[src/rtl/atacc_pkg.sv]
// shared types, codes, constants and the sine table generator for the affine accumulator
package atacc_pkg;

	// operation codes carried in the func field
	typedef enum logic [1:0] {
		FN_ROTATE    = 2'd0,
		FN_REFLECT_X = 2'd1,
		FN_REFLECT_Y = 2'd2,
		FN_TRANSLATE = 2'd3
	} func_t;

	// quadrant of a reduced angle
	typedef enum logic [1:0] {
		QD_FIRST  = 2'd0,
		QD_SECOND = 2'd1,
		QD_THIRD  = 2'd2,
		QD_FOURTH = 2'd3
	} quad_t;

	typedef struct packed {
		func_t              func;
		logic signed [15:0] angle_deg;
		logic signed [31:0] axis_pos;
		logic signed [31:0] shift_x;
		logic signed [31:0] shift_y;
	} req_word_t;

	typedef struct packed {
		logic signed [31:0] m00;
		logic signed [31:0] m01;
		logic signed [31:0] m02;
		logic signed [31:0] m10;
		logic signed [31:0] m11;
		logic signed [31:0] m12;
		logic               saturated;
	} rsp_word_t;

	// angle reduction: bias (92 full turns) makes the angle non-negative without changing
	// it mod 360, then floor(u / 360) = (u * DEG_RECIP) >> DEG_RECIP_SHIFT for every u
	// below 74000
	localparam int DEG_BIAS        = 33120;
	localparam int DEG_RECIP       = 46604;
	localparam int DEG_RECIP_SHIFT = 24;
	localparam int DEG_FULL        = 360;
	localparam int DEG_RIGHT       = 90;

	// width of the offset terms (twice a 32-bit position)
	localparam int OFS_W = 33;

	localparam real PI_VAL = 3.14159265358979323846;

	// sin of k whole degrees, rounded to frac fractional bits, ties upward
	function automatic int sin_deg_q(input int k, input int frac);
		real x;
		real v;
		x = $itor(k) * PI_VAL / 180.0;
		v = $sin(x) * (2.0 ** frac);
		return $rtoi($floor(v + 0.5));
	endfunction

endpackage

[src/rtl/atacc_front.sv]
// front end: angle reduction, sine table lookup and transform coefficient build
module atacc_front #(
	parameter int FRAC_BITS = 16
) (
	input  logic                 clk,
	input  logic                 arst_n,
	input  logic                 req_valid,
	output logic                 req_ready,
	input  atacc_pkg::req_word_t req_word,
	output logic                 push_valid,
	input  logic                 push_ready,
	output logic [4*(FRAC_BITS+2)+2*atacc_pkg::OFS_W-1:0] push_data
);

	localparam int CW = FRAC_BITS + 2;
	localparam int TW = FRAC_BITS + 1;
	localparam int OW = atacc_pkg::OFS_W;
	localparam logic signed [CW-1:0] ONE_C = {2'b01, {FRAC_BITS{1'b0}}};

	// sin of 0..90 degrees, non-negative
	logic [TW-1:0] sin_tab [0:90];

	for (genvar k = 0; k <= 90; k++) begin : g_tab
		localparam logic [TW-1:0] TAB_V = TW'(atacc_pkg::sin_deg_q(k, FRAC_BITS));
		assign sin_tab[k] = TAB_V;
	end

	// stage 1: biased angle and its quotient by 360
	logic signed [16:0] ang_x;
	logic [16:0]        ang_u;
	logic [32:0]        quo_prod;
	logic               adv;

	logic                 valid_s1;
	atacc_pkg::func_t     func_s1;
	logic [16:0]          ang_u_s1;
	logic [7:0]           quo_s1;
	logic signed [31:0]   axis_s1;
	logic signed [31:0]   shx_s1;
	logic signed [31:0]   shy_s1;

	assign ang_x    = 17'(req_word.angle_deg);
	assign ang_u    = unsigned'(ang_x + 17'(atacc_pkg::DEG_BIAS));
	assign quo_prod = 33'(ang_u) * 33'(atacc_pkg::DEG_RECIP);

	assign adv       = !valid_s1 || push_ready;
	assign req_ready = adv;

	always_ff @(posedge clk or negedge arst_n) begin
		if (!arst_n) begin
			valid_s1 <= 1'b0;
		end else if (adv) begin
			valid_s1 <= req_valid;
		end
	end

	always_ff @(posedge clk) begin
		if (adv && req_valid) begin
			func_s1  <= req_word.func;
			ang_u_s1 <= ang_u;
			quo_s1   <= quo_prod[atacc_pkg::DEG_RECIP_SHIFT +: 8];
			axis_s1  <= req_word.axis_pos;
			shx_s1   <= req_word.shift_x;
			shy_s1   <= req_word.shift_y;
		end
	end

	// stage 2: remainder, quadrant, table reads, coefficients
	logic [16:0]          rem_full;
	logic [8:0]           rem;
	atacc_pkg::quad_t     quad;
	logic [6:0]           red;
	logic signed [CW-1:0] sin_p;
	logic signed [CW-1:0] cos_p;
	logic signed [CW-1:0] sin_v;
	logic signed [CW-1:0] cos_v;
	logic signed [CW-1:0] coef_a;
	logic signed [CW-1:0] coef_b;
	logic signed [CW-1:0] coef_d;
	logic signed [CW-1:0] coef_e;
	logic signed [OW-1:0] ofs_x;
	logic signed [OW-1:0] ofs_y;

	assign rem_full = ang_u_s1 - 17'(quo_s1) * 17'(atacc_pkg::DEG_FULL);
	assign rem      = rem_full[8:0];

	always_comb begin
		if (rem >= 9'(3 * atacc_pkg::DEG_RIGHT)) begin
			quad = atacc_pkg::QD_FOURTH;
			red  = 7'(rem - 9'(3 * atacc_pkg::DEG_RIGHT));
		end else if (rem >= 9'(2 * atacc_pkg::DEG_RIGHT)) begin
			quad = atacc_pkg::QD_THIRD;
			red  = 7'(rem - 9'(2 * atacc_pkg::DEG_RIGHT));
		end else if (rem >= 9'(atacc_pkg::DEG_RIGHT)) begin
			quad = atacc_pkg::QD_SECOND;
			red  = 7'(rem - 9'(atacc_pkg::DEG_RIGHT));
		end else begin
			quad = atacc_pkg::QD_FIRST;
			red  = 7'(rem);
		end
	end

	assign sin_p = signed'({1'b0, sin_tab[red]});
	assign cos_p = signed'({1'b0, sin_tab[7'(atacc_pkg::DEG_RIGHT) - red]});

	always_comb begin
		case (quad)
			atacc_pkg::QD_FIRST: begin
				sin_v = sin_p;
				cos_v = cos_p;
			end
			atacc_pkg::QD_SECOND: begin
				sin_v = cos_p;
				cos_v = -sin_p;
			end
			atacc_pkg::QD_THIRD: begin
				sin_v = -sin_p;
				cos_v = -cos_p;
			end
			default: begin
				sin_v = -cos_p;
				cos_v = sin_p;
			end
		endcase
	end

	always_comb begin
		coef_a = ONE_C;
		coef_b = '0;
		coef_d = '0;
		coef_e = ONE_C;
		ofs_x  = '0;
		ofs_y  = '0;
		case (func_s1)
			atacc_pkg::FN_ROTATE: begin
				coef_a = cos_v;
				coef_b = -sin_v;
				coef_d = sin_v;
				coef_e = cos_v;
			end
			atacc_pkg::FN_REFLECT_X: begin
				coef_a = -ONE_C;
				ofs_x  = signed'({axis_s1, 1'b0});
			end
			atacc_pkg::FN_REFLECT_Y: begin
				coef_e = -ONE_C;
				ofs_y  = signed'({axis_s1, 1'b0});
			end
			default: begin
				ofs_x = OW'(shx_s1);
				ofs_y = OW'(shy_s1);
			end
		endcase
	end

	assign push_valid = valid_s1;
	assign push_data  = {coef_a, coef_b, coef_d, coef_e, ofs_x, ofs_y};

endmodule

[config.mk]
export PLATFORM = sky130hd
export DESIGN_NAME = atacc_front
export DESIGN_NICKNAME = d
export VERILOG_FILES = /design/src/rtl/atacc_pkg.sv /design/src/rtl/atacc_front.sv
export SDC_FILE = /design/constraint.sdc
export NUM_CORES = 1
export LEC_CHECK = 0
export ABC_AREA = 1
export BUFFER_PORTS_ARGS = -buffer_cell sky130_fd_sc_hd__buf_2
export CAP_MARGIN = 15
export CORE_ASPECT_RATIO = 1.2
export CORE_MARGIN = 2
export CORE_UTILIZATION = 25
export CTS_BUF_LIST = sky130_fd_sc_hd__clkbuf_8
export CTS_CLUSTER_DIAMETER = 100
export CTS_CLUSTER_SIZE = 14
export DETAILED_ROUTE_END_ITERATION = 8
export PLACE_DENSITY_LB_ADDON = 0.2
export SYNTH_ARGS = -nofsm -noshare
export SYNTH_HDL_FRONTEND = slang
export SYNTH_SLANG_ARGS = --single-unit
[constraint.sdc]
create_clock -name clk -period 16.7 [get_ports clk]
set_input_delay 2.505 -clock clk [delete_from_list [all_inputs] [get_ports clk]]
set_output_delay 2.505 -clock clk [all_outputs]
set_load 0.1 [all_outputs]
# Word-level counts from Yosys, hierarchy flattened

Memories as Yosys holds them, arrays and structs flattened.
Cells that the tools add are included.
Widths: inputs -> output; s select.

Latch bits: 0
RAM bits: 0
Memories: 2
Output and inout port bits: 140
Bits in read-only memories: 4352
Input port bits: 118
Logic and storage cells: 56
Register bits: 116

Mux-type cells: 18
Shifts and indexed selects: 0
Add/sub/neg operators: 9
Multipliers: 2
Divide/modulo/power cells: 0
Equality and inequality tests: 4
Order comparisons: 5
Bitwise gates (word level): 2
Reduce and logical (&&, ||, !) cells: 7

Memories:

| memory          | words | width | read ports | clocked after Yosys merged registers in | wr ports | RTL line           | text |
|---|---|---|---|---|---|---|---|
| (no name shown) | 128   | 17    | 1          | 0                                       | 0        | atacc_front.sv:104 | `assign cos_p = signed'({1'b0, sin_tab[7'(atacc_pkg::DEG_RIGHT) - red]});` |
| (no name shown) | 128   | 17    | 1          | 0                                       | 0        | atacc_front.sv:103 | `assign sin_p = signed'({1'b0, sin_tab[red]});` |

Operators with widths:

| operator               | count |
|---|---|
| $pmux 33 s2            | 2 |
| $pmux 18 s3            | 2 |
| $pmux 18 s2            | 2 |
| $mux 17                | 4 |
| $mux 18                | 2 |
| $neg 17->18            | 2 |
| $mul 17x14->30 const B | 1 |
| $mux 7                 | 3 |
| $neg 18->18            | 1 |
| $add 16x17->17 const B | 1 |
| $ge 8x8->1 const B     | 2 |
| $not 7->8              | 2 |
| $ge 9x7->1 const B     | 1 |
| $ge 9x8->1 const B     | 1 |
| $ge 9x9->1 const B     | 1 |
| $sub 9x9->9            | 1 |
| $mul 8x6->6 const B    | 1 |
| $sub 7x4->7 const B    | 1 |
| $sub 7x6->7 const B    | 1 |
| $sub 7x7->7 const A    | 1 |
| $sub 7x7->7 const B    | 1 |
| $eq 2x1->1 const B     | 2 |
| $eq 2x2->1 const B     | 2 |
| $logic_not 2->1        | 2 |
| other kinds (6)        | 8 |

# Longest topological paths before layout

Gate-level depths: netlist of run 1.

Depth after elaboration: 15
Gate-level depth with buffers: 49
Depth with buffers taken out: 47

# Worst setup path after synthesis of run 1

No wires, ideal clock.

Path kind: register -> output
Start: register quo_s1[2]
End: output push_data[113] in the netlist's numbering
Data required time: 14.195 ns
Data arrival time: 8.585 ns
Path slack: 5.610 ns
Cell stages (with the launch flop): 40
Path buffers: 2
Cells stage by stage: edfxtp_1 ha_1 ha_1 inv_1 fa_1 inv_1 ha_1 inv_1 ha_1 or2_4 nand2_1 nand2_2 nor2_2 inv_2 nand2_2 nand2_1 nand2_1 nand2_2 [... 4 more ...] nand2_1 o21ai_0 inv_1 nor2_1 o21ai_1 nand2_1 nand2_1 nand2_1 nand2_1 nor2_1 nand3_1 nand2_1 nand2_1 nor2_1 nor2_2 nor2_1 nor2_1 a21oi_1

Cells in the longest elaborated chain, start to end: 15
Elaborated cells between the ends (all ways): 31
Those cells by class: add/sub: 8; mul: 1; order compare: 3; eq/ne: 2; mux: 12; bitwise: 2; reduce/logical: 1; memory: 2

Ends and longest elaborated chain:

| item                                             | RTL line                             | text |
|---|---|---|
| start, declared                                  | atacc_front.sv:37                    | `logic [7:0] quo_s1;` |
| start signal, assigned                           | atacc_front.sv:61                    | `quo_s1 <= quo_prod[atacc_pkg::DEG_RECIP_SHIFT +: 8];` |
| $mul 8x6->6 *                                    | atacc_front.sv:84                    | `assign rem_full = ang_u_s1 - 17'(quo_s1) * 17'(atacc_pkg::DEG_FULL);` |
| $sub 9x9->9 *                                    | atacc_front.sv:84                    |  |
| $ge 9x7->1 / $sub 7x7->7 (equally long branches) | atacc_front.sv:94, atacc_front.sv:96 |  |
| $mux 7                                           | atacc_front.sv:94                    | `end else if (rem >= 9'(atacc_pkg::DEG_RIGHT)) begin` |
| $mux 7                                           | atacc_front.sv:91                    | `end else if (rem >= 9'(2 * atacc_pkg::DEG_RIGHT)) begin` |
| $mux 7                                           | atacc_front.sv:88                    | `if (rem >= 9'(3 * atacc_pkg::DEG_RIGHT)) begin` |
| $sub 7x7->7                                      | atacc_front.sv:104                   |  |
| $not 7->8 (implied by the code)                  | atacc_front.sv:104                   |  |
| $mem_v2 128x17                                   | -                                    |  |
| $mux 17 (implied by the code) (2 in a row)       | atacc_front.sv:104                   |  |
| $neg 17->18                                      | atacc_front.sv:121                   | `sin_v = -cos_p;` |
| $pmux 18 s3 *                                    | atacc_front.sv:107                   | `case (quad)` |
| $neg 18->18 *                                    | atacc_front.sv:137                   | `coef_b = -sin_v;` |
| $mux 18 *                                        | atacc_front.sv:134                   | `case (func_s1)` |
| end, declared                                    | atacc_front.sv:12                    | `output logic [4*(FRAC_BITS+2)+2*atacc_pkg::OFS_W-1:0] push_data` |

Every way passes the cells marked *; elsewhere a longest branch is shown, timed or not. The select of a mux whose other input is x is not followed.

# Worst setup path in the final report of run 1

Start: register quo_s1[2]
End: output push_data[118] in the netlist's numbering

Same word-level chain as after synthesis.

==> results of run 1 <==
## sequential cells by signal, indices dropped and copies added (netlist names)
name and count:
ang_u_s1 9, shx_s1 32, quo_s1 6, shy_s1 32, axis_s1 32, func_s1 2
push_valid 1
## worst max-delay path: cells and delay by family (launching register included)
kind	cells	cell delay [ps]
and+or+nand+nor	23	4540
adders and majority gates	8	2450
buffers and inverters	10	1300
AOI/OAI and AO/OA	4	760
DFF	1	400
## layout by cell type (no fill, tap or decap), types with 8 or more instances in the layout
cell        n
clkbuf_8   17
fa_1       59
nor2_2     20
a31oi_1     8
inv_1     252
buf_4      11
o21ai_1    28
xnor2_1     9
xor2_1     18
nand2_4    11
nand3_1   338
nor2_4     12
inv_2      30
ha_1      140
buf_2     257
edfxtp_1  113
o21ai_0   109
nand2_2    46
nand2_1   746
a41oi_1    10
nor2_1    166
nand4_1    25
o211ai_1   13
a21oi_1    73
## through the flow
| stage | hold WS, ps | setup slack [ps] |
|---|---|---|
| 3_3_place_gp | 568.3 | 4770 |
| 6_report | 593.4 | 4289 |
| 4_1_cts | 605.6 | 4340 |
| 3_5_place_dp | 591.4 | 4855 |
| 5_1_grt | 632.8 | 3436 |
| 2_1_floorplan | 1715 | 5610 |
## per-layer routing
metal | vias to the layer above | track usage | share of wire
li1 | 8289 | - | -
met1 | 8171 | 0.2255 | 0.39
met2 | 592 | 0.3653 | 0.51
met3 | 145 | 0.02461 | 0.049
met4 | 4 | 0.1097 | 0.054
met5 | - | 0 | 0.00040
## final timing paths
path	startpoint	to	slack [ps]	cells past startpoint
worst max-delay path	quo_s1[2]	push_data[118]	4290	45
worst min-delay path	push_valid	push_valid	590	2
max in group asynchronous	arst_n	push_valid	14780	1
min in group asynchronous	arst_n	push_valid	1840	1
worst max register to register	push_valid	shx_s1[28]	14420	3
worst min register to register	push_valid	push_valid	590	2
## layout make-up
type	count	share of cell area
multi-input cells	1907	0.6054
flip-flops and latches	114	0.1859
repair buffers	268	0.07443
inverters	283	0.05789
well taps	832	0.05660
clock buffers	17	0.01272
clock inverters	14	0.006803
diodes	2	0.0002721
## logic make-up after synthesis
family / after synthesis / share of synthesized area
flip-flops: 114 / 0.2112
AND/OR/NAND/NOR: 1397 / 0.3881
XOR/XNOR: 28 / 0.01631
AO/OA/AOI/OAI: 283 / 0.1013
buffers and inverters: 384 / 0.1018
adder cells (fa/ha/maj): 199 / 0.1812
==> results.toml, run 1 <==
[synth]
synth_edf_count = 113
async_flop_share = 0.008772
synth_top_area_share = 0.2096
syn_nets = 2722
synthTopCellsByCount = "nand2_1, nand3_1, inv_1, nor2_1, ha_1"
synth_warnings = 0
syn-cell-area_um2 = 16190
ys_types = 54
yosysMostFrequentCell = "nand2_1"
yosys.area.top_type = "edfxtp_1"
synth_flop_cell = "edfxtp_1"
synth_cells = 2405
ys_top_cells_by_area = "edfxtp_1, nand2_1, ha_1"
ys_seq_area_frac = 0.2112
syn_area_per_cell_um2 = 6.730
synth-seq-cells = 114

[floorplanning]
dieArea_um2 = 66800
std_cell_rows = 102
die_h_um = 282.7
fp.dieW_um = 236.3
core_area_um2 = 64320
start_util = 0.2516
ios = 258

[timing]
rsz0062_at_grt = "false"
min_period_ps = 12410
fin_tns_setup_ps = 0
finalCritPeriodShare = 0.7432
finalHoldViolCount = 0
setup_violations = 0
fin_worst_skew_ps = 8.126
clock.fmax_ghz = 0.08057
max_slew_margin = 0.3134
maxSlewViolCount = 0
worst_pin_slew_ps = 1026

[grt]
grt_pass1_vias = 17510
grt_overflow = 0
grt_use_total = 0.1994
antenna_found_initial = 4
grt_max_degree = 79
grt_pass1_wl_um = 103300

[clock_tree]
cts_buffer_depth = 2
cts_root_buf = "clkbuf_8"
cts.repair.resized = 0
cts_max_level = 4
cts_tree = "built"
clock_sinks = 114
insertion_delay_ps = 430
post_cts_buffers = 0
hold_buffers = 0
cts-buffers-inserted = 17
clk_pin_slew_ps = 70

[worst_setup_path]
crit_fanout = 50
cp-end-kind = "primary output"
cp_slowest_cell = "nand2_2"
required_ps = 14200
timing.critical_path.mode_cell = "nand2_1"
startpoint_type = "flip-flop"
cp.arrival_ps = 9910
critical_path.max_stage_delay_ps = 900
path_class = "flip-flop to primary output"

[finish]
fin_area_um2 = 18390
multi_input_area_um2 = 11130
fin_cells = 3437
seq_area_um2 = 3418
syn2layout_area_growth_pct = 13.63
n_fill_cell = 7329
drive_gt1_frac = 0.1733
finalNetCount = 2908
fin_util = 0.2859

[drt]
vias = 17200
antenna_left = 0
wl_per_cell_um = 19.70
wl_um = 67720
drt_iter0_markers = 1155
avgViaCountPerCell = 5.005
drc = 0
first_pass_iters = 5

[place]
place.gp.congestion = 0.9692
dpl.hpwl_um = 53530
dp.cells = 3404
dpl_cell_area_um2 = 18030
numPortBuffers = 257

[hold_path]
hold_path.class = "flip-flop to flip-flop"

[flow_run]
drv_cap = 0

[run_status]
outcome = "finished clean"
Power of run 1 is not shown: default switching activity piles up to over one toggle a cycle in this logic, so the estimate is an artifact.
==> run 2, diff against run 1 <==
==> constraint.sdc (replaced) <==
create_clock -name clk -period 10.3 [get_ports clk]
set_input_delay 1.545 -clock clk [delete_from_list [all_inputs] [get_ports clk]]
set_output_delay 1.545 -clock clk [all_outputs]
set_load 0.1 [all_outputs]
==> run 2 against run 1 <==
Compared with the run above:
- first-iteration DRC count is 1.8% higher
- register-to-register slack worse by 6500 ps
- sequential cell count stayed put
- highest routed layer is now met4
- largest cell class unchanged
==> results.toml, run 2 (synthesis gave the netlist of run 1 again) <==
[grt]
grt_pass1_wl_um = 103600
grt_max_degree = 76
grt_use_total = 0.1998
grt_pass1_vias = 17170
grt_overflow = 0
antenna_found_initial = 2

[place]
dpl.hpwl_um = 54800
place.gp.congestion = 0.9647
numPortBuffers = 257

[timing]
max_slew_margin = 0.3356
fin_worst_skew_ps = 10.96
setup_violations = 0
finalHoldViolCount = 0
clock.fmax_ghz = 0.1036
fin_tns_setup_ps = 0
rsz0062_at_grt = "false"
worst_pin_slew_ps = 996.6
min_period_ps = 9652
maxSlewViolCount = 0
finalCritPeriodShare = 0.9371

[drt]
wl_um = 68850
vias = 17450
drt_iter0_markers = 1176
wl_per_cell_um = 19.86
drc = 0
avgViaCountPerCell = 5.035
antenna_left = 0
first_pass_iters = 6

[clock_tree]
cts_max_level = 4
cts_buffer_depth = 2
clock_sinks = 114
hold_buffers = 0
insertion_delay_ps = 440
cts_root_buf = "clkbuf_8"
clk_pin_slew_ps = 70
cts-buffers-inserted = 17
cts_tree = "built"

[worst_setup_path]
required_ps = 8760
cp-end-kind = "primary output"
cp_slowest_cell = "fa_1"
startpoint_type = "flip-flop"
crit_fanout = 14
cp.arrival_ps = 8110
timing.critical_path.mode_cell = "nand2_1"
path_class = "flip-flop to primary output"
critical_path.max_stage_delay_ps = 530

[floorplanning]
std_cell_rows = 102
ios = 258
core_area_um2 = 64320
fp.dieW_um = 236.3
dieArea_um2 = 66800
start_util = 0.2516
die_h_um = 282.7

[finish]
finalNetCount = 2936
drive_gt1_frac = 0.1839
reg_top3 = "axis_s1 (32), shx_s1 (32), shy_s1 (32)"
mostFrequentLayoutCell = "nand2_1"
syn2layout_area_growth_pct = 16.69
fin_util = 0.2936
mostFrequentLayoutCells = "nand2_1, nand3_1, inv_1"

[hold_path]
hold_path.class = "flip-flop to flip-flop"

[run_status]
outcome = "finished clean"

[flow_run]
drv_cap = 0
==> run 2: cell count changes in the layout (fill, tap and decap cells not counted), moves of 2 or more <==
cell | previous run | this run
clkinv_4 | 3 | 1
clkinv_2 | 4 | 2
nand2_8 | 2 | 4
buf_4 | 11 | 38
buf_12 | 0 | 13
nand2_2 | 46 | 43
buf_2 | 257 | 243
inv_6 | 0 | 3
clkinvlp_4 | 0 | 2
==> run 2: per-layer routing <==
layer  vias up  part of all wire  global-route usage
li1       8319                 -                   -
met1      8339              0.39              0.2316
met2       644              0.51              0.3663
met3       151             0.046             0.01955
met4         0             0.052              0.1027
met5         -                 0                   0
==> run 2: critical path, delay by kind of cell, from the launching register on <==
family | cells | cell delay, ps
buffers and inverters | 9 | 930
adder cells (fa/ha/maj) | 9 | 2860
flip-flops | 1 | 410
AO/OA/AOI/OAI | 1 | 90
AND/OR/NAND/NOR | 27 | 3380
==> run 2: cell type report <==
cell class | instances | area (um2)
clock buffer | 17 | 234.0
fill | 7219 | 45430
multi-input combinational | 1908 | 11190
antenna | 2 | 5.005
timing repair buffer | 295 | 1769
clock inverter | 15 | 165.2
tap | 832 | 1041
sequential | 114 | 3418
inverter | 283 | 1065
==> run 2: path summary, 6_finish.rpt <==
kind                            start        endpoint  slack (ps)  cells past startpoint
setup / recovery            quo_s1[2]  push_data[114]         650                     46
hold / removal             push_valid      push_valid         600                      2
setup reg to reg           push_valid      axis_s1[1]        7950                      3
hold reg to reg            push_valid      push_valid         600                      2
max in group asynchronous      arst_n      push_valid        9350                      1
min in group asynchronous      arst_n      push_valid         860                      1
==> run 2: what timing repair did <==
item	in CTS	in global routing
buffers inserted	0	3
setup endpoints to repair	0	44
gates resized for setup	0	10
==> run 2: stage by stage <==
stage,setup slack [ps],instances,hold slack [ps],area (um2)
after floorplan,170.2,2405,1249,16190
after global placement,655.6,3428,563.1,18400
after detailed placement,631.5,3428,583.0,18400
after CTS,129.6,3460,605.7,18800
after global routing,52.45,3466,664.2,18890
final,648.2,3466,600.5,18890
Power of run 2 is left out for the same reason.
