--- config.mk ---
export PLATFORM = sky130hd
export DESIGN_NAME = atacc_queue
export DESIGN_NICKNAME = d
export VERILOG_FILES = /design/src/rtl/atacc_queue.sv
export SDC_FILE = /design/constraint.sdc
export NUM_CORES = 1
export LEC_CHECK = 0
export BUFFER_PORTS_ARGS = -buffer_cell sky130_fd_sc_hd__buf_2
export CAP_MARGIN = 25
export CORE_AREA = 2 2 44 46
export CTS_CLUSTER_DIAMETER = 100
export DETAILED_ROUTE_END_ITERATION = 10
export DIE_AREA = 0 0 46 48
export GPL_TIMING_DRIVEN = 0
export PLACE_DENSITY = 0.71
export SYNTH_ARGS = -nofsm -noshare
export SYNTH_HDL_FRONTEND = slang
export SYNTH_SLANG_ARGS = --single-unit
--- constraint.sdc ---
create_clock -name clk -period 1.7 [get_ports clk]
set_input_delay 0.34 -clock clk [delete_from_list [all_inputs] [get_ports clk]]
set_output_delay 0.34 -clock clk [all_outputs]
set_load 0.05 [all_outputs]
--- src/rtl/atacc_queue.sv ---
// two-entry queue between the front end and the matrix update
module atacc_queue #(
	parameter int WIDTH = 8
) (
	input  logic             clk,
	input  logic             arst_n,
	input  logic             push_valid,
	output logic             push_ready,
	input  logic [WIDTH-1:0] push_data,
	output logic             pop_valid,
	input  logic             pop_ready,
	output logic [WIDTH-1:0] pop_data
);

	logic [WIDTH-1:0] slot_q [2];
	logic             wr_ptr_q;
	logic             rd_ptr_q;
	logic [1:0]       count_q;
	logic             push_fire;
	logic             pop_fire;

	assign push_ready = (count_q != 2'd2);
	assign pop_valid  = (count_q != 2'd0);
	assign pop_data   = slot_q[rd_ptr_q];
	assign push_fire  = push_valid && push_ready;
	assign pop_fire   = pop_valid && pop_ready;

	always_ff @(posedge clk or negedge arst_n) begin
		if (!arst_n) begin
			wr_ptr_q <= 1'b0;
			rd_ptr_q <= 1'b0;
			count_q  <= 2'd0;
		end else begin
			if (push_fire) begin
				wr_ptr_q <= !wr_ptr_q;
			end
			if (pop_fire) begin
				rd_ptr_q <= !rd_ptr_q;
			end
			if (push_fire && !pop_fire) begin
				count_q <= count_q + 2'd1;
			end else if (pop_fire && !push_fire) begin
				count_q <= count_q - 2'd1;
			end
		end
	end

	always_ff @(posedge clk) begin
		if (push_fire) begin
			slot_q[wr_ptr_q] <= push_data;
		end
	end

endmodule

== Word level (Yosys, flattened, before mapping) ==
Memory sizes are Yosys's and may differ from the RTL's.
Cells that the tools add are included.
Word-level totals
  memories: 1
  memory bits (read-only): 0
  output and inout bits: 10
  latch bits: 0
  register bits: 4
  word-level logic and storage cells: 21
  RAM bits: 16
  bits of input ports: 12
Memory list
  slot_q: words 2, bits a word 8, read ports 1, clocked after Yosys merged registers in 0, wr ports 1, RTL line 15  | logic [WIDTH-1:0] slot_q [2];
Operators by class
  equality and inequality tests: 1
  bitwise operators: 0
  $mul: 0
  magnitude comparators: 0
  divide/modulo/power cells: 0
  shift-type cells: 0
  reduce and logical (&&, ||, !) cells: 10
  multiplexer cells: 4
  $add $sub $neg: 2
Operators with widths (number)
  logical AND 1 bit: 4
  zero test 1 bit: 4
  two-way mux 2 bit: 2
  nonzero test 2 bit: 2
  adder 2 x 1 -> 2 bit, second input constant: 1
  two-way mux 1 bit: 2
  != test 2 bit, second input constant: 1
  subtractor 2 x 1 -> 2 bit, second input constant: 1

== Logic depth before layout (Yosys ltp) ==
Gate-level depths: netlist of run 1.
  depth after elaboration: 6
  mapped depth: 7
  gate-level depth less buffers: 7

== Least setup slack after synthesis of run 1 ==
Ideal clock, no wire load.
  path kind: reg2reg
  from: register count_q[0]
  to: memory slot_q[0][0] (enable)
  required time: 1.330 ns
  path buffers: 0
  period minus slack after synthesis: 1.501 ns
  arrival time: 1.131 ns
  library setup time: 0.370 ns
  setup slack: 0.199 ns
  stages on the path, launching flop included: 4
  cells stage by stage: dfrtp_1 nand2b_4 nand2_1 nor2_1
On the way
  longest elaborated chain between the ends: 4
Ends and longest elaborated chain
  from (decl): RTL line 18  | logic [1:0] count_q;
  from (signal assigned): RTL line 41  | count_q <= count_q + 2'd1;
  from (signal assigned): RTL line 43  | count_q <= count_q - 2'd1;
  != test 2 bit: RTL line 22  | assign push_ready = (count_q != 2'd2);
  named net push_ready: RTL line 8  | output logic push_ready,
  logical AND 1 bit: RTL line 25  | assign push_fire = push_valid && push_ready;
  two-way mux 1 bit: RTL line 49  | if (push_fire) begin
  two-way mux 1 bit (not written as such): RTL line 50  | slot_q[wr_ptr_q] <= push_data;
  to (decl): RTL line 15
The timed path passes the listed nets, and every way through them passes these cells.

== Worst setup path after layout of run 1 ==
  from: register rd_ptr_q
  to: output port pop_data[5]
On the way
  longest elaborated chain between the ends: 1
Ends and longest elaborated chain
  from (decl): RTL line 17  | logic rd_ptr_q;
  from (signal assigned): RTL line 38  | rd_ptr_q <= !rd_ptr_q;
  memory read (2 x 8 bit)
  to (decl): RTL line 12  | output logic [WIDTH-1:0] pop_data
No other way between the ends.

==> results of run 1 <==
==> synthesized netlist by cell type <==
cell type  instances  share of area
xor2_1             2          0.022
nor2_1             2         0.0095
ha_1               1          0.016
nand2b_4           1          0.017
mux2_2             8           0.11
and3_1             1         0.0080
dfrtp_1            4           0.13
nand2_1            1         0.0048
nand2_4            1          0.014
xnor2_1            3          0.033
edfxtp_1          16           0.61
inv_1              1         0.0048
buf_2              1         0.0064
or2_4              1          0.011
==> path summary, 6_finish.rpt <==
| kind | start | end | slack (ns) | cells past startpoint |
|---|---|---|---|---|
| worst min register to register | wr_ptr_q | wr_ptr_q | 0.52 | 1 |
| worst max-delay path | rd_ptr_q | pop_data[5] | 0.04 | 3 |
| worst max register to register | count_q[0] | count_q[1] | 0.19 | 7 |
| max in group asynchronous | arst_n | count_q[1] | 1.18 | 2 |
| min in group asynchronous | arst_n | wr_ptr_q | 0.39 | 2 |
| worst min-delay path | push_data[3] | slot_q[0][3] | 0.23 | 1 |
==> area by class of cell <==
class / instances / area (um^2) / area share
repair buffers: 23 / 143 / 0.145
plain buffers: 1 / 11.3 / 0.0114
well taps: 17 / 21.3 / 0.0216
inverters: 1 / 3.75 / 0.00381
flip-flops and latches: 20 / 581 / 0.589
clock buffers: 4 / 26.3 / 0.0266
multi-input cells: 21 / 200 / 0.203
==> worst max-delay path: cells and delay by family, from the launching register on <==
kind                   cells  cell delay [ns]
multiplexers               1             0.34
flip-flops                 1             0.35
buffers and inverters      2             0.33
==> cell families after synthesis <==
logic type	count (synthesis)	synth area share
flops	20	0.738
simple gates	7	0.0652
buf+inv	2	0.0111
fa+ha+maj	1	0.0159
mux	8	0.114
xor+xnor	5	0.0557
==> through the flow <==
step,total power (uW),area [um^2],util
6_report,2000,986,0.584
3_5_place_dp,1700,913,0.541
4_1_cts,1960,962,0.570
5_1_grt,2100,986,0.584
2_1_floorplan,1510,787,-
3_3_place_gp,1680,913,0.541
==> sequential cells by signal, indices dropped and copies added, names as in the netlist <==
signal / count
slot_q: 16
count_q: 2
rd_ptr_q: 1
wr_ptr_q: 1
==> metal layers <==
layer,part of all wire,track usage,up-vias
met1,0.41,0.143,211
met4,0.0091,0.0686,0
li1,-,-,207
met5,0,0,-
met3,0.045,0.0377,2
met2,0.53,0.197,14
==> repair_timing <==
action	CTS	global route
endpoints found under the hold margin	4	0
gates resized for setup	5	10
hold buffers	1	0
buffers inserted	0	1
cloned	0	0
endpoints found under the setup margin	8	16
==> placed cells by master, fill, tap and decap left out <==
| cell | count |
|---|---|
| and3_1 | 1 |
| buf_2 | 13 |
| buf_4 | 9 |
| buf_6 | 1 |
| clkbuf_1 | 1 |
| clkbuf_4 | 3 |
| dfrtp_1 | 4 |
| dlygate4sd3_1 | 1 |
| edfxtp_1 | 16 |
| ha_1 | 1 |
| inv_1 | 1 |
| mux2_2 | 8 |
| nand2_1 | 1 |
| nand2_4 | 1 |
| nand2b_4 | 1 |
| nor2_1 | 1 |
| nor2_2 | 1 |
| or2_4 | 1 |
| xnor2_1 | 3 |
| xor2_1 | 2 |
==> power by group through the flow <==
| stage | combinational, uW | sequential, uW | clock [uW] |
|---|---|---|---|
| 2_1_floorplan | 766 | 745 | 0 |
| 3_3_place_gp | 927 | 755 | 0 |
| 5_1_grt | 1080 | 773 | 247 |
| 3_5_place_dp | 933 | 765 | 0 |
| 6_report | 1020 | 756 | 223 |
| 4_1_cts | 974 | 753 | 231 |
==> results.md, run 1 <==
- The first detailed-routing pass took 2 iterations.
- The tightest min-delay check is of the input port to flip-flop type.
- For this configuration, the core starts out at a cell density of 0.466.
- The pin count of the biggest net entering global routing is 12.
- The internal portion of the total power is between 1000 and 1500 uW.
- The average cell area after synthesis is roughly 18 um^2.
- The maximum clock frequency is 604 MHz.
- The proportion of synthesized chip area in sequential cells is 0.738.
- The number of global-route vias before repair was 425.
- The number of antenna violations at the first check in global routing is 0.
- Port buffering added 21 buffers.
- The cell type of the slowest stage on the worst timing path is dfrtp_1.
- The remaining global-route overflow is 0.
- Summed over all nets, the half-perimeter wirelength after detailed placement is 871 um.
- The clock tree from TritonCTS is yes.
- The area growth from synthesis to layout is 25.3%.
- The transition at the pin with the smallest max-transition slack is 0.425 ns.
- Across all setup checks in the final design, the least slack found is between 0.04 and 0.05 ns.
- The max-slew violation total from the final report came to 0.
- The share of total power dissipated in sequential elements is 0.379.
- For this run, the number of Yosys warnings is 0.
- The site row count is 15.
- For the worst setup path, the data arrival time is 1.32 ns.
- The number of buffers created by CTS is 3.
- The number of vias per cell is 4.99.
- The synthesized netlist occupies a cell area of a little under 800 um^2.
- The accumulated negative setup slack is 0 ns.
- Between clock sinks in the finished design, the worst skew comes to 0.00942 ns.
- The delay of the slowest cell on the worst path is 0.35 ns.
- In the global route stage, overall resource usage came out at 0.121.
- STA classifies the critical path endpoint as an output port.
- Dividing the detail-routed wire length by the instance count gives 14.0 um.
- The ratio of cells with drive above 1 in the final layout is 0.543.
- The final critical delay including setup and external delays is 1.66 ns.
- The first global-routing pass estimated 1740 um of wire.
- After the first detailed-routing iteration, the DRC count stood at 1.
- Data on the critical path is required at its endpoint by 1.36 ns.
- The share of total power dissipated in combinational logic is 0.510.
- The routed design has 1220 um of wire.
- Walking the worst path, the cells encountered are buf_6, mux2_2, buf_4.
- Hold is met by 0.226 ns.
- In this run the worst path has a maximum fanout of 9.
- The number of nets handed over by synthesis was 56.
- The final-report hold violation count is 0.
- The count of pins on the block boundary is 22.
- The clock latency on the worst-skew pair is 0.30 ns.
- The net switching power is ~840 uW.
- The setup slack at placement is around 0.10 ns.
- The final clock period utilization by the worst path is 0.974.
- The static leakage is 0.000405 uW.
- The clock share of power is 0.112.
- The worst-case vdd ir drop is 1.08 mV.
- The width of the chip is 46 um.
- For this run, the post-layout net count is 84.
- The finished layout holds 87 standard cells, fillers aside.
- The area of the die is 0.00221 mm^2.
- The post-synthesis register bit count is 20.
- The number of different library cells used by synthesis comes to 14.
- The power density of the placed cells is ~2000 mW/mm^2.
- Synthesis handed over a netlist of 43 instances.
- The tree is rooted in a clkbuf_4.
- The total area inside the core boundary comes to approximately 0.0017 mm^2.
- Of the total power, the share spent switching nets is 0.421.
- Clock-pin slew was measured on the worst setup and hold paths at 0.11 ns.
- The final antenna diode count is 0.
- Across the run, the number of max-cap violations was 0.
- The DRC violation count after routing is 0.
- The number of vias in the routed layout is ~430.
- The instance count after placement with tap cells included is between 80 and 90.
- The buffer levels on the longest clock path is 2.
- The final number of setup-violating endpoints is 0.
- Measured along the y axis, the die boundary spans 48 um.
- CTS saw 20 sinks.
- The setup path with the least slack is of type flip-flop to output port.
- The relative max-transition margin is 0.716.
- The run finished with clean final reports.
- The number of H-tree branching levels is 1.
- The last weighted congestion value of the routability-driven placer is 0.682.
- The category of the worst setup path launch point is a flip-flop.
- The detail route stage leaves a number of antenna-violating nets equal to 0.
- The layout filler cell count is 149.
Note: power is estimated with default switching activity, not from simulation.
==> inputs of run 2 (changes only) <==
--- a/config.mk
+++ b/config.mk
@@ -7,12 +7,12 @@
 export LEC_CHECK = 0
 export BUFFER_PORTS_ARGS = -buffer_cell sky130_fd_sc_hd__buf_2
 export CAP_MARGIN = 25
-export CORE_AREA = 2 2 44 46
+export CORE_AREA = 2 2 53 55
 export CTS_CLUSTER_DIAMETER = 100
 export DETAILED_ROUTE_END_ITERATION = 10
-export DIE_AREA = 0 0 46 48
+export DIE_AREA = 0 0 55 57
 export GPL_TIMING_DRIVEN = 0
-export PLACE_DENSITY = 0.71
+export SKIP_LAST_GASP = 1
 export SYNTH_ARGS = -nofsm -noshare
 export SYNTH_HDL_FRONTEND = slang
 export SYNTH_SLANG_ARGS = --single-unit
==> run 2 against run 1 <==
Sequential power barely moved. Count of clock-buffer cells in the layout did not move. Via count fell by 1.2%. Core utilization fell by 19 points. Non-clock buffer count did not move. Register-to-register slack improved by 0.02 ns. Combinational power barely moved. Routed wire length rose by 1.6%. Maximum frequency rose by 0.77%. Worst setup slack improved by 0.013 ns. Critical path type unchanged. Clock power rose by 17%. Critical path depth did not move.
==> results.md, run 2 (synthesized netlist as in run 1, its figures left out) <==
- The number of antenna violations at the first check in global routing was 0 (unchanged).
- The critical path endpoint category is an output port.
- The transition at the pin with the smallest max-transition slack is 0.441 ns (+0.0155 ns).
- The total number of clock tree sinks is 20 (unchanged).
- The area growth from synthesis to layout is 29.7%.
- The flop-to-flop setup slack is 0.21 ns (+0.02 ns).
- The average wire per standard cell is 12.2 um (-12%).
- The flow ran to the end, and the final reports show no timing, DRC or antenna violations.
- Setup repair after global routing could not meet its margin everywhere.
- The power density of the placed cells is 2000 mW/mm^2 (-1.0%).
- The width of the chip is 55 um (+20%).
- The buffer levels on the longest clock path is 2 (unchanged).
- The met1 track demand over resource is 0.106 (-0.0370).
- The DRC violation count after routing is 0 (unchanged).
- The slowest stage of the critical path is the dfrtp_1 cell.
- The detailed-routing iteration count for the pre-antenna-repair pass is 2 (unchanged).
- The library cell used most frequently in the layout, excluding fill and tap cells, is edfxtp_1.
- The area of the die is 0.00314 mm^2 (+42%).
- The final number of setup-violating endpoints is 0 (unchanged).
- The critical path in this run is classified as flip-flop to output port.
- The accumulated negative setup slack is 0 ns (unchanged).
- The final-report hold violation count is 0 (unchanged).
- The final clock period utilization by the worst path was 0.966 (-0.00742).
- The number of H-tree branching levels is 1 (unchanged).
- The worst endpoint data arrival time is 1.30 ns (-0.02 ns).
- The max capacitance violation total is 0 (unchanged).
- The total routing usage reported by global routing is 0.0847 (-0.0364).
- The maximum clock skew at final layout is 0.00163 ns (-0.00779 ns).
- In the layout the commonest cells are edfxtp_1, buf_2, mux2_2.
- The initial standard-cell utilization of the core was 0.301 (-0.165).
- The global-route wire length before repair is 1840 um (+6.0%).
- The cell area after placement is 931 um^2 (+1.9%).
- The number of vias in the routed layout is 429 (-1.2%).
- Walking the worst path, the cells encountered are buf_6, mux2_2, buf_4.
- The pin count of the biggest net entering global routing is 12 (unchanged).
- The final critical delay including setup and external delays is 1.64 ns (-0.0126 ns).
- The detailed-placement wirelength estimate is 913 um (+4.7%).
- The number of buffers added on ports was 21 (unchanged).
- The flip-flop count of the largest register after layout was 16 (unchanged).
- The worst hold path depth was 1 (unchanged).
- The busiest layer in global routing is met2.
- The cell sitting at the root of the clock tree is a clkbuf_4.
- The count of pins on the block boundary is 22 (unchanged).
- The area of the core is 0.00262 mm^2 (+55%).
- The category of the worst setup path launch point is a flip-flop.
- The fraction of met2 tracks used by global routing was 0.129 (-0.0680).
- The number of global-route vias before repair is 424 (-0.24%).
- The number of buffers created by CTS is 3 (unchanged).
- The endpoint identified for the worst register-to-register timing path is count_q[1].
- The required time reported for the critical path endpoint is 1.36 ns (about the same).
- The final antenna diode count is 0 (unchanged).
- The clock latency on the worst-skew pair is 0.28 ns (-0.02 ns).
- The last weighted congestion value of the routability-driven placer is 0.677 (-0.65%).
- The height of the die is 57 um (+19%).
- The post-route standard cell area excluding fillers came to 0.00102 mm^2 (+3.6%).
- TritonCTS built the clock tree.
- The delay of the slowest cell on the worst path is 0.35 ns (about the same).
- The number of vias per cell was 4.25 (-15%).
- The number of nets still failing antenna checks after routing is 0 (unchanged).
- The biggest fanout along the worst timing path came to 9 (unchanged).
- The utilization of the core after routing is 0.390 (-0.193).
- The met3 global-route usage came to 0.0288 (-0.00894).
- In this run the most critical hold path is launched from push_data[4].
- The count of routing violations after the opening detailed-route iteration was 2 (+1).
- The ratio of cells with drive above 1 in the final layout is 0.557 (+0.0143).
- The path category of the worst min-delay check is input port to flip-flop.
- The remaining global-route overflow was 0 (unchanged).
- The maximum clock frequency is 609 MHz (+0.77%).
- The clock transition at the registers of the reported paths came to 0.10 ns (about the same).
- The layout filler cell count is 272 (+83%).
- The static leakage was 0.000414 uW (+2.1%).
- The post-layout net count was 84 (unchanged).
- The relative max-transition margin is 0.706 (-0.0103).
- The critical register-to-register path startpoint is count_q[0].
- The largest registers in the layout are slot_q: 16 flops, count_q: 2 flops.
- The worst-case vdd ir drop came to 1.02 mV (-4.9%).
- The logic depth of the worst register-to-register path was 7 (unchanged).
- The largest register by flop count is slot_q.
- The site row count is 19 (+4).
- For hold timing, the worst endpoint is slot_q[0][4].
- The post-detailed-routing wire length is 1240 um (+1.6%).
- The max-slew violation total from the final report came to 0 (unchanged).
==> run 2: cell counts in the layout (fill, tap and decap cells not counted) <==
Identical to the previous run, type by type.
==> run 2: power breakdown <==
group	internal (uW)	switching, uW	total [uW]	leakage [uW]
clock	130	131	262	0.0000210
sequential	685	68.0	753	0.000195
combinational	393	640	1030	0.000198
total	1210	839	2050	0.000414
==> run 2: repair_timing <==
action	CTS	global route
setup buffers	0	1
hold buffers	1	0
endpoints found under the setup margin	8	16
endpoints found under the hold margin	4	0
resized for setup	9	4
==> run 2: metrics by stage <==
| stage | hold WS [ns] | setup WS [ns] | total power (uW) | cells |
|---|---|---|---|---|
| floorplan | 0.0444 | 0.199 | 1510 | 43 |
| global placement | 0.150 | 0.0976 | 1680 | 95 |
| detailed placement | 0.152 | 0.0584 | 1700 | 95 |
| CTS | 0.224 | -0.00610 | 2030 | 100 |
| global route | 0.216 | -0.0144 | 2160 | 101 |
| finish | 0.236 | 0.0576 | 2050 | 101 |
==> run 2: cell type report <==
cell class	instances	area, um^2	area share
buffer	1	11.3	0.0110
clock buffer	4	36.3	0.0355
inverter	1	3.75	0.00368
multi-input combinational	21	200	0.196
sequential	20	581	0.569
tap	31	38.8	0.0380
timing repair buffer	23	150	0.147
==> run 2: critical path: cells and delay by family, from the launching register on <==
kind | cells | cell delay (ns)
buffers and inverters | 2 | 0.33
flip-flops | 1 | 0.35
multiplexers | 1 | 0.34
==> run 2: worst max path at each step <==
stage / startpoint / to / slack, ns
4_1_cts: rd_ptr_q / pop_data[6] / -0.006
5_1_grt: rd_ptr_q / pop_data[3] / -0.01
2_1_floorplan: count_q[0] / slot_q[0][0] / 0.20
3_5_place_dp: count_q[0] / slot_q[0][7] / 0.06
6_report: rd_ptr_q / pop_data[1] / 0.06
3_3_place_gp: count_q[0] / slot_q[0][5] / 0.1
==> run 2: metal layers <==
| layer | vias up | routed length, um |
|---|---|---|
| li1 | 212 | - |
| met1 | 200 | 530 |
| met2 | 15 | 596 |
| met3 | 2 | 100 |
| met4 | 0 | 8 |
| met5 | - | 0 |
==> inputs of run 3 (changes only) <==
--- a/config.mk
+++ b/config.mk
@@ -7,11 +7,13 @@
 export LEC_CHECK = 0
 export BUFFER_PORTS_ARGS = -buffer_cell sky130_fd_sc_hd__buf_2
 export CAP_MARGIN = 25
+export CELL_PAD_IN_SITES_DETAIL_PLACEMENT = 1
+export CELL_PAD_IN_SITES_GLOBAL_PLACEMENT = 2
 export CORE_AREA = 2 2 53 55
 export CTS_CLUSTER_DIAMETER = 100
 export DETAILED_ROUTE_END_ITERATION = 10
 export DIE_AREA = 0 0 55 57
-export GPL_TIMING_DRIVEN = 0
+export PLACE_DENSITY_LB_ADDON = 0.1
 export SKIP_LAST_GASP = 1
 export SYNTH_ARGS = -nofsm -noshare
 export SYNTH_HDL_FRONTEND = slang
==> run 3 against run 2 <==
Global-route usage is 0.91 points higher. Core utilization is 1.7 points higher. Power is 4.6% higher. Maximum frequency hardly changed. Non-clock buffer count is 3 higher. Critical endpoint is now pop_data[7]. Highest routed layer unchanged. Cell count is 3.0% higher. Clock skew is 0.0039 ns higher. Largest power group unchanged.
==> results.md, run 3 (synthesized netlist as in run 1, its figures left out) <==
- The clock transition at the registers of the reported paths was 0.11 ns (about the same).
- The height of the die came to 57 um (unchanged).
- The setup slack at placement is 0.182 ns (+0.124 ns).
- The final-report hold violation count was 0 (unchanged).
- The worst-case vdd ir drop is 1.01 mV (-1.3%).
- The static leakage is 0.000436 uW (+5.3%).
- The category of the worst setup path launch point is a flip-flop.
- The number of vias per cell is 4.24 (-0.17%).
- The ratio of cells with drive above 1 in the final layout is 0.575 (+0.0182).
- STA classifies the critical path endpoint as an output port.
- In the final layout, the registers with the most flip-flops are slot_q: 16 flops, count_q: 2 flops.
- The min-delay analysis places its worst path in the category input port to flip-flop.
- The total number of clock tree sinks is 20 (unchanged).
- The worst endpoint data arrival time is 1.30 ns (about the same).
- The number of nets still failing antenna checks after routing is 0 (unchanged).
- The flip-flop count of the largest register after layout is 16 (unchanged).
- The largest register by flop count is slot_q.
- The number of vias in the routed layout is 441 (+2.8%).
- The post-layout net count came to 87 (+3.6%).
- In the layout the commonest cells are edfxtp_1, buf_2, buf_6.
- The global-route wire length before repair is 2010 um (+9.3%).
- The final number of setup-violating endpoints was 0 (unchanged).
- The last weighted congestion value of the routability-driven placer is 0.600 (-11%).
- The average wire per standard cell is 12.3 um (+0.42%).
- The most frequent standard cell in the layout excluding fill and tap cells is edfxtp_1.
- TritonCTS built the clock tree.
- The area growth from synthesis to layout is 35.3%.
- The flow ran to the end, and the final reports show no timing, DRC or antenna violations.
- The critical path class is flip-flop to output port.
- The cell area after placement is 941 um^2 (+1.1%).
- The pin count of the biggest net entering global routing is 12 (unchanged).
- The detailed-routing iteration count for the pre-antenna-repair pass is 4 (+2).
- The width of the chip is 55 um (unchanged).
- The count of pins on the block boundary was 22 (unchanged).
- The delay of the slowest cell on the worst path is 0.38 ns (+0.03 ns).
- The accumulated negative setup slack came to 0 ns (unchanged).
- The count of non-filler cells in the finished layout came to 104 (+3.0%).
- The remaining global-route overflow is 0 (unchanged).
- The number of global-route vias before repair is 423 (-0.24%).
- The instance count after placement with tap cells included was 96 (+1.1%).
- Setup repair after global routing could not meet its margin everywhere.
- The number of antenna violations at the first check in global routing is 0 (unchanged).
- The signal on the critical path passes through buf_4, mux2_2, buf_6.
- The post-detailed-routing wire length is 1280 um (+3.4%).
- The total routing usage reported by global routing is 0.0938 (+0.00910).
- The final critical delay including setup and external delays is 1.64 ns (-0.000790 ns).
- The root cell of the clock tree is clkbuf_4.
- The utilization of the core after routing was 0.407 (+0.0167).
- The maximum clock skew at final layout is 0.00552 ns (+0.00389 ns).
- The area of the die is 0.00314 mm^2 (unchanged).
- The flop-to-flop setup slack came to 0.21 ns (about the same).
- The number of buffers added on ports is 21 (unchanged).
- The count of routing violations after the opening detailed-route iteration was 3 (+1).
- The transition at the pin with the smallest max-transition slack is 0.373 ns (-0.0672 ns).
- The required time reported for the critical path endpoint is 1.36 ns (about the same).
- The final worst setup slack is 0.0584 ns (+0.000790 ns).
- The relative max-transition margin is 0.751 (+0.0451).
- The clock latency on the worst-skew pair is 0.29 ns (about the same).
- The detailed-placement wirelength estimate is 885 um (-3.0%).
- The buffer levels on the longest clock path is 2 (unchanged).
- The final clock period utilization by the worst path came to 0.966 (about the same).
- The DRC violation count after routing was 0 (unchanged).
- Among all stages on the critical path, the largest delay is contributed by dfrtp_2.
- The final antenna diode count is 0 (unchanged).
- The post-route standard cell area excluding fillers is 0.00106 mm^2 (+4.3%).
- The number of buffers created by CTS is 3 (unchanged).
- The power density of the placed cells is 2010 mW/mm^2 (+0.28%).
- The initial standard-cell utilization of the core is 0.301 (unchanged).
- The number of buffers and inverters on the critical path is 2 (unchanged).
- The max capacitance violation total was 0 (unchanged).
- The number of H-tree branching levels came to 1 (unchanged).
- The biggest fanout along the worst timing path is 4 (-5).
- The area of the core is 0.00262 mm^2 (unchanged).
- The site row count is 19 (unchanged).
- The maximum clock frequency is 609 MHz (about the same).
- Grouping stages by cell kind, the critical path spends the most delay in flip-flops.
- The max-slew violation total from the final report is 0 (unchanged).
run 3: worst paths after layout:
| check | from | endpoint | cells after the start |
|---|---|---|---|
| min in group asynchronous | arst_n | count_q[0] | 2 |
| max reg2reg | count_q[0] | count_q[1] | 6 |
| max in group asynchronous | arst_n | rd_ptr_q | 2 |
| min reg2reg | wr_ptr_q | wr_ptr_q | 1 |
| min | push_data[7] | slot_q[0][7] | 1 |
| max | rd_ptr_q | pop_data[7] | 3 |
run 3: through the flow:
stage / hold slack, ns / power, uW
after global placement: 0.157 / 1700
after CTS: 0.225 / 2050
final: 0.234 / 2140
after global routing: 0.219 / 2270
after floorplan: 0.0444 / 1510
after detailed placement: 0.153 / 1700
run 3: timing repair:
action / 4_1_cts / 5_1_grt
setup endpoints to repair: 8 / 8
buffers inserted: 3 / 0
endpoints found under the hold margin: 4 / 0
resized for setup: 5 / 20
hold buffers: 1 / 0
run 3: where the power goes:
group	internal (uW)	switching, uW
sequential	687	70.3
combinational	465	656
clock	130	132
run 3: area by class of cell:
class	count	area, um^2
fill	275	1550
sequential	20	582
timing repair buffer	27	206
multi-input combinational	21	198
tap	31	38.8
clock buffer	4	36.3
inverter	1	3.75
run 3: layer usage:
metal  vias up  routed length [um]  GRT usage
met5         -                   0          0
met4         0                  10     0.0418
met3         2                  49     0.0314
met2        11                 671      0.143
met1       214                 545      0.120
li1        214                   -          -
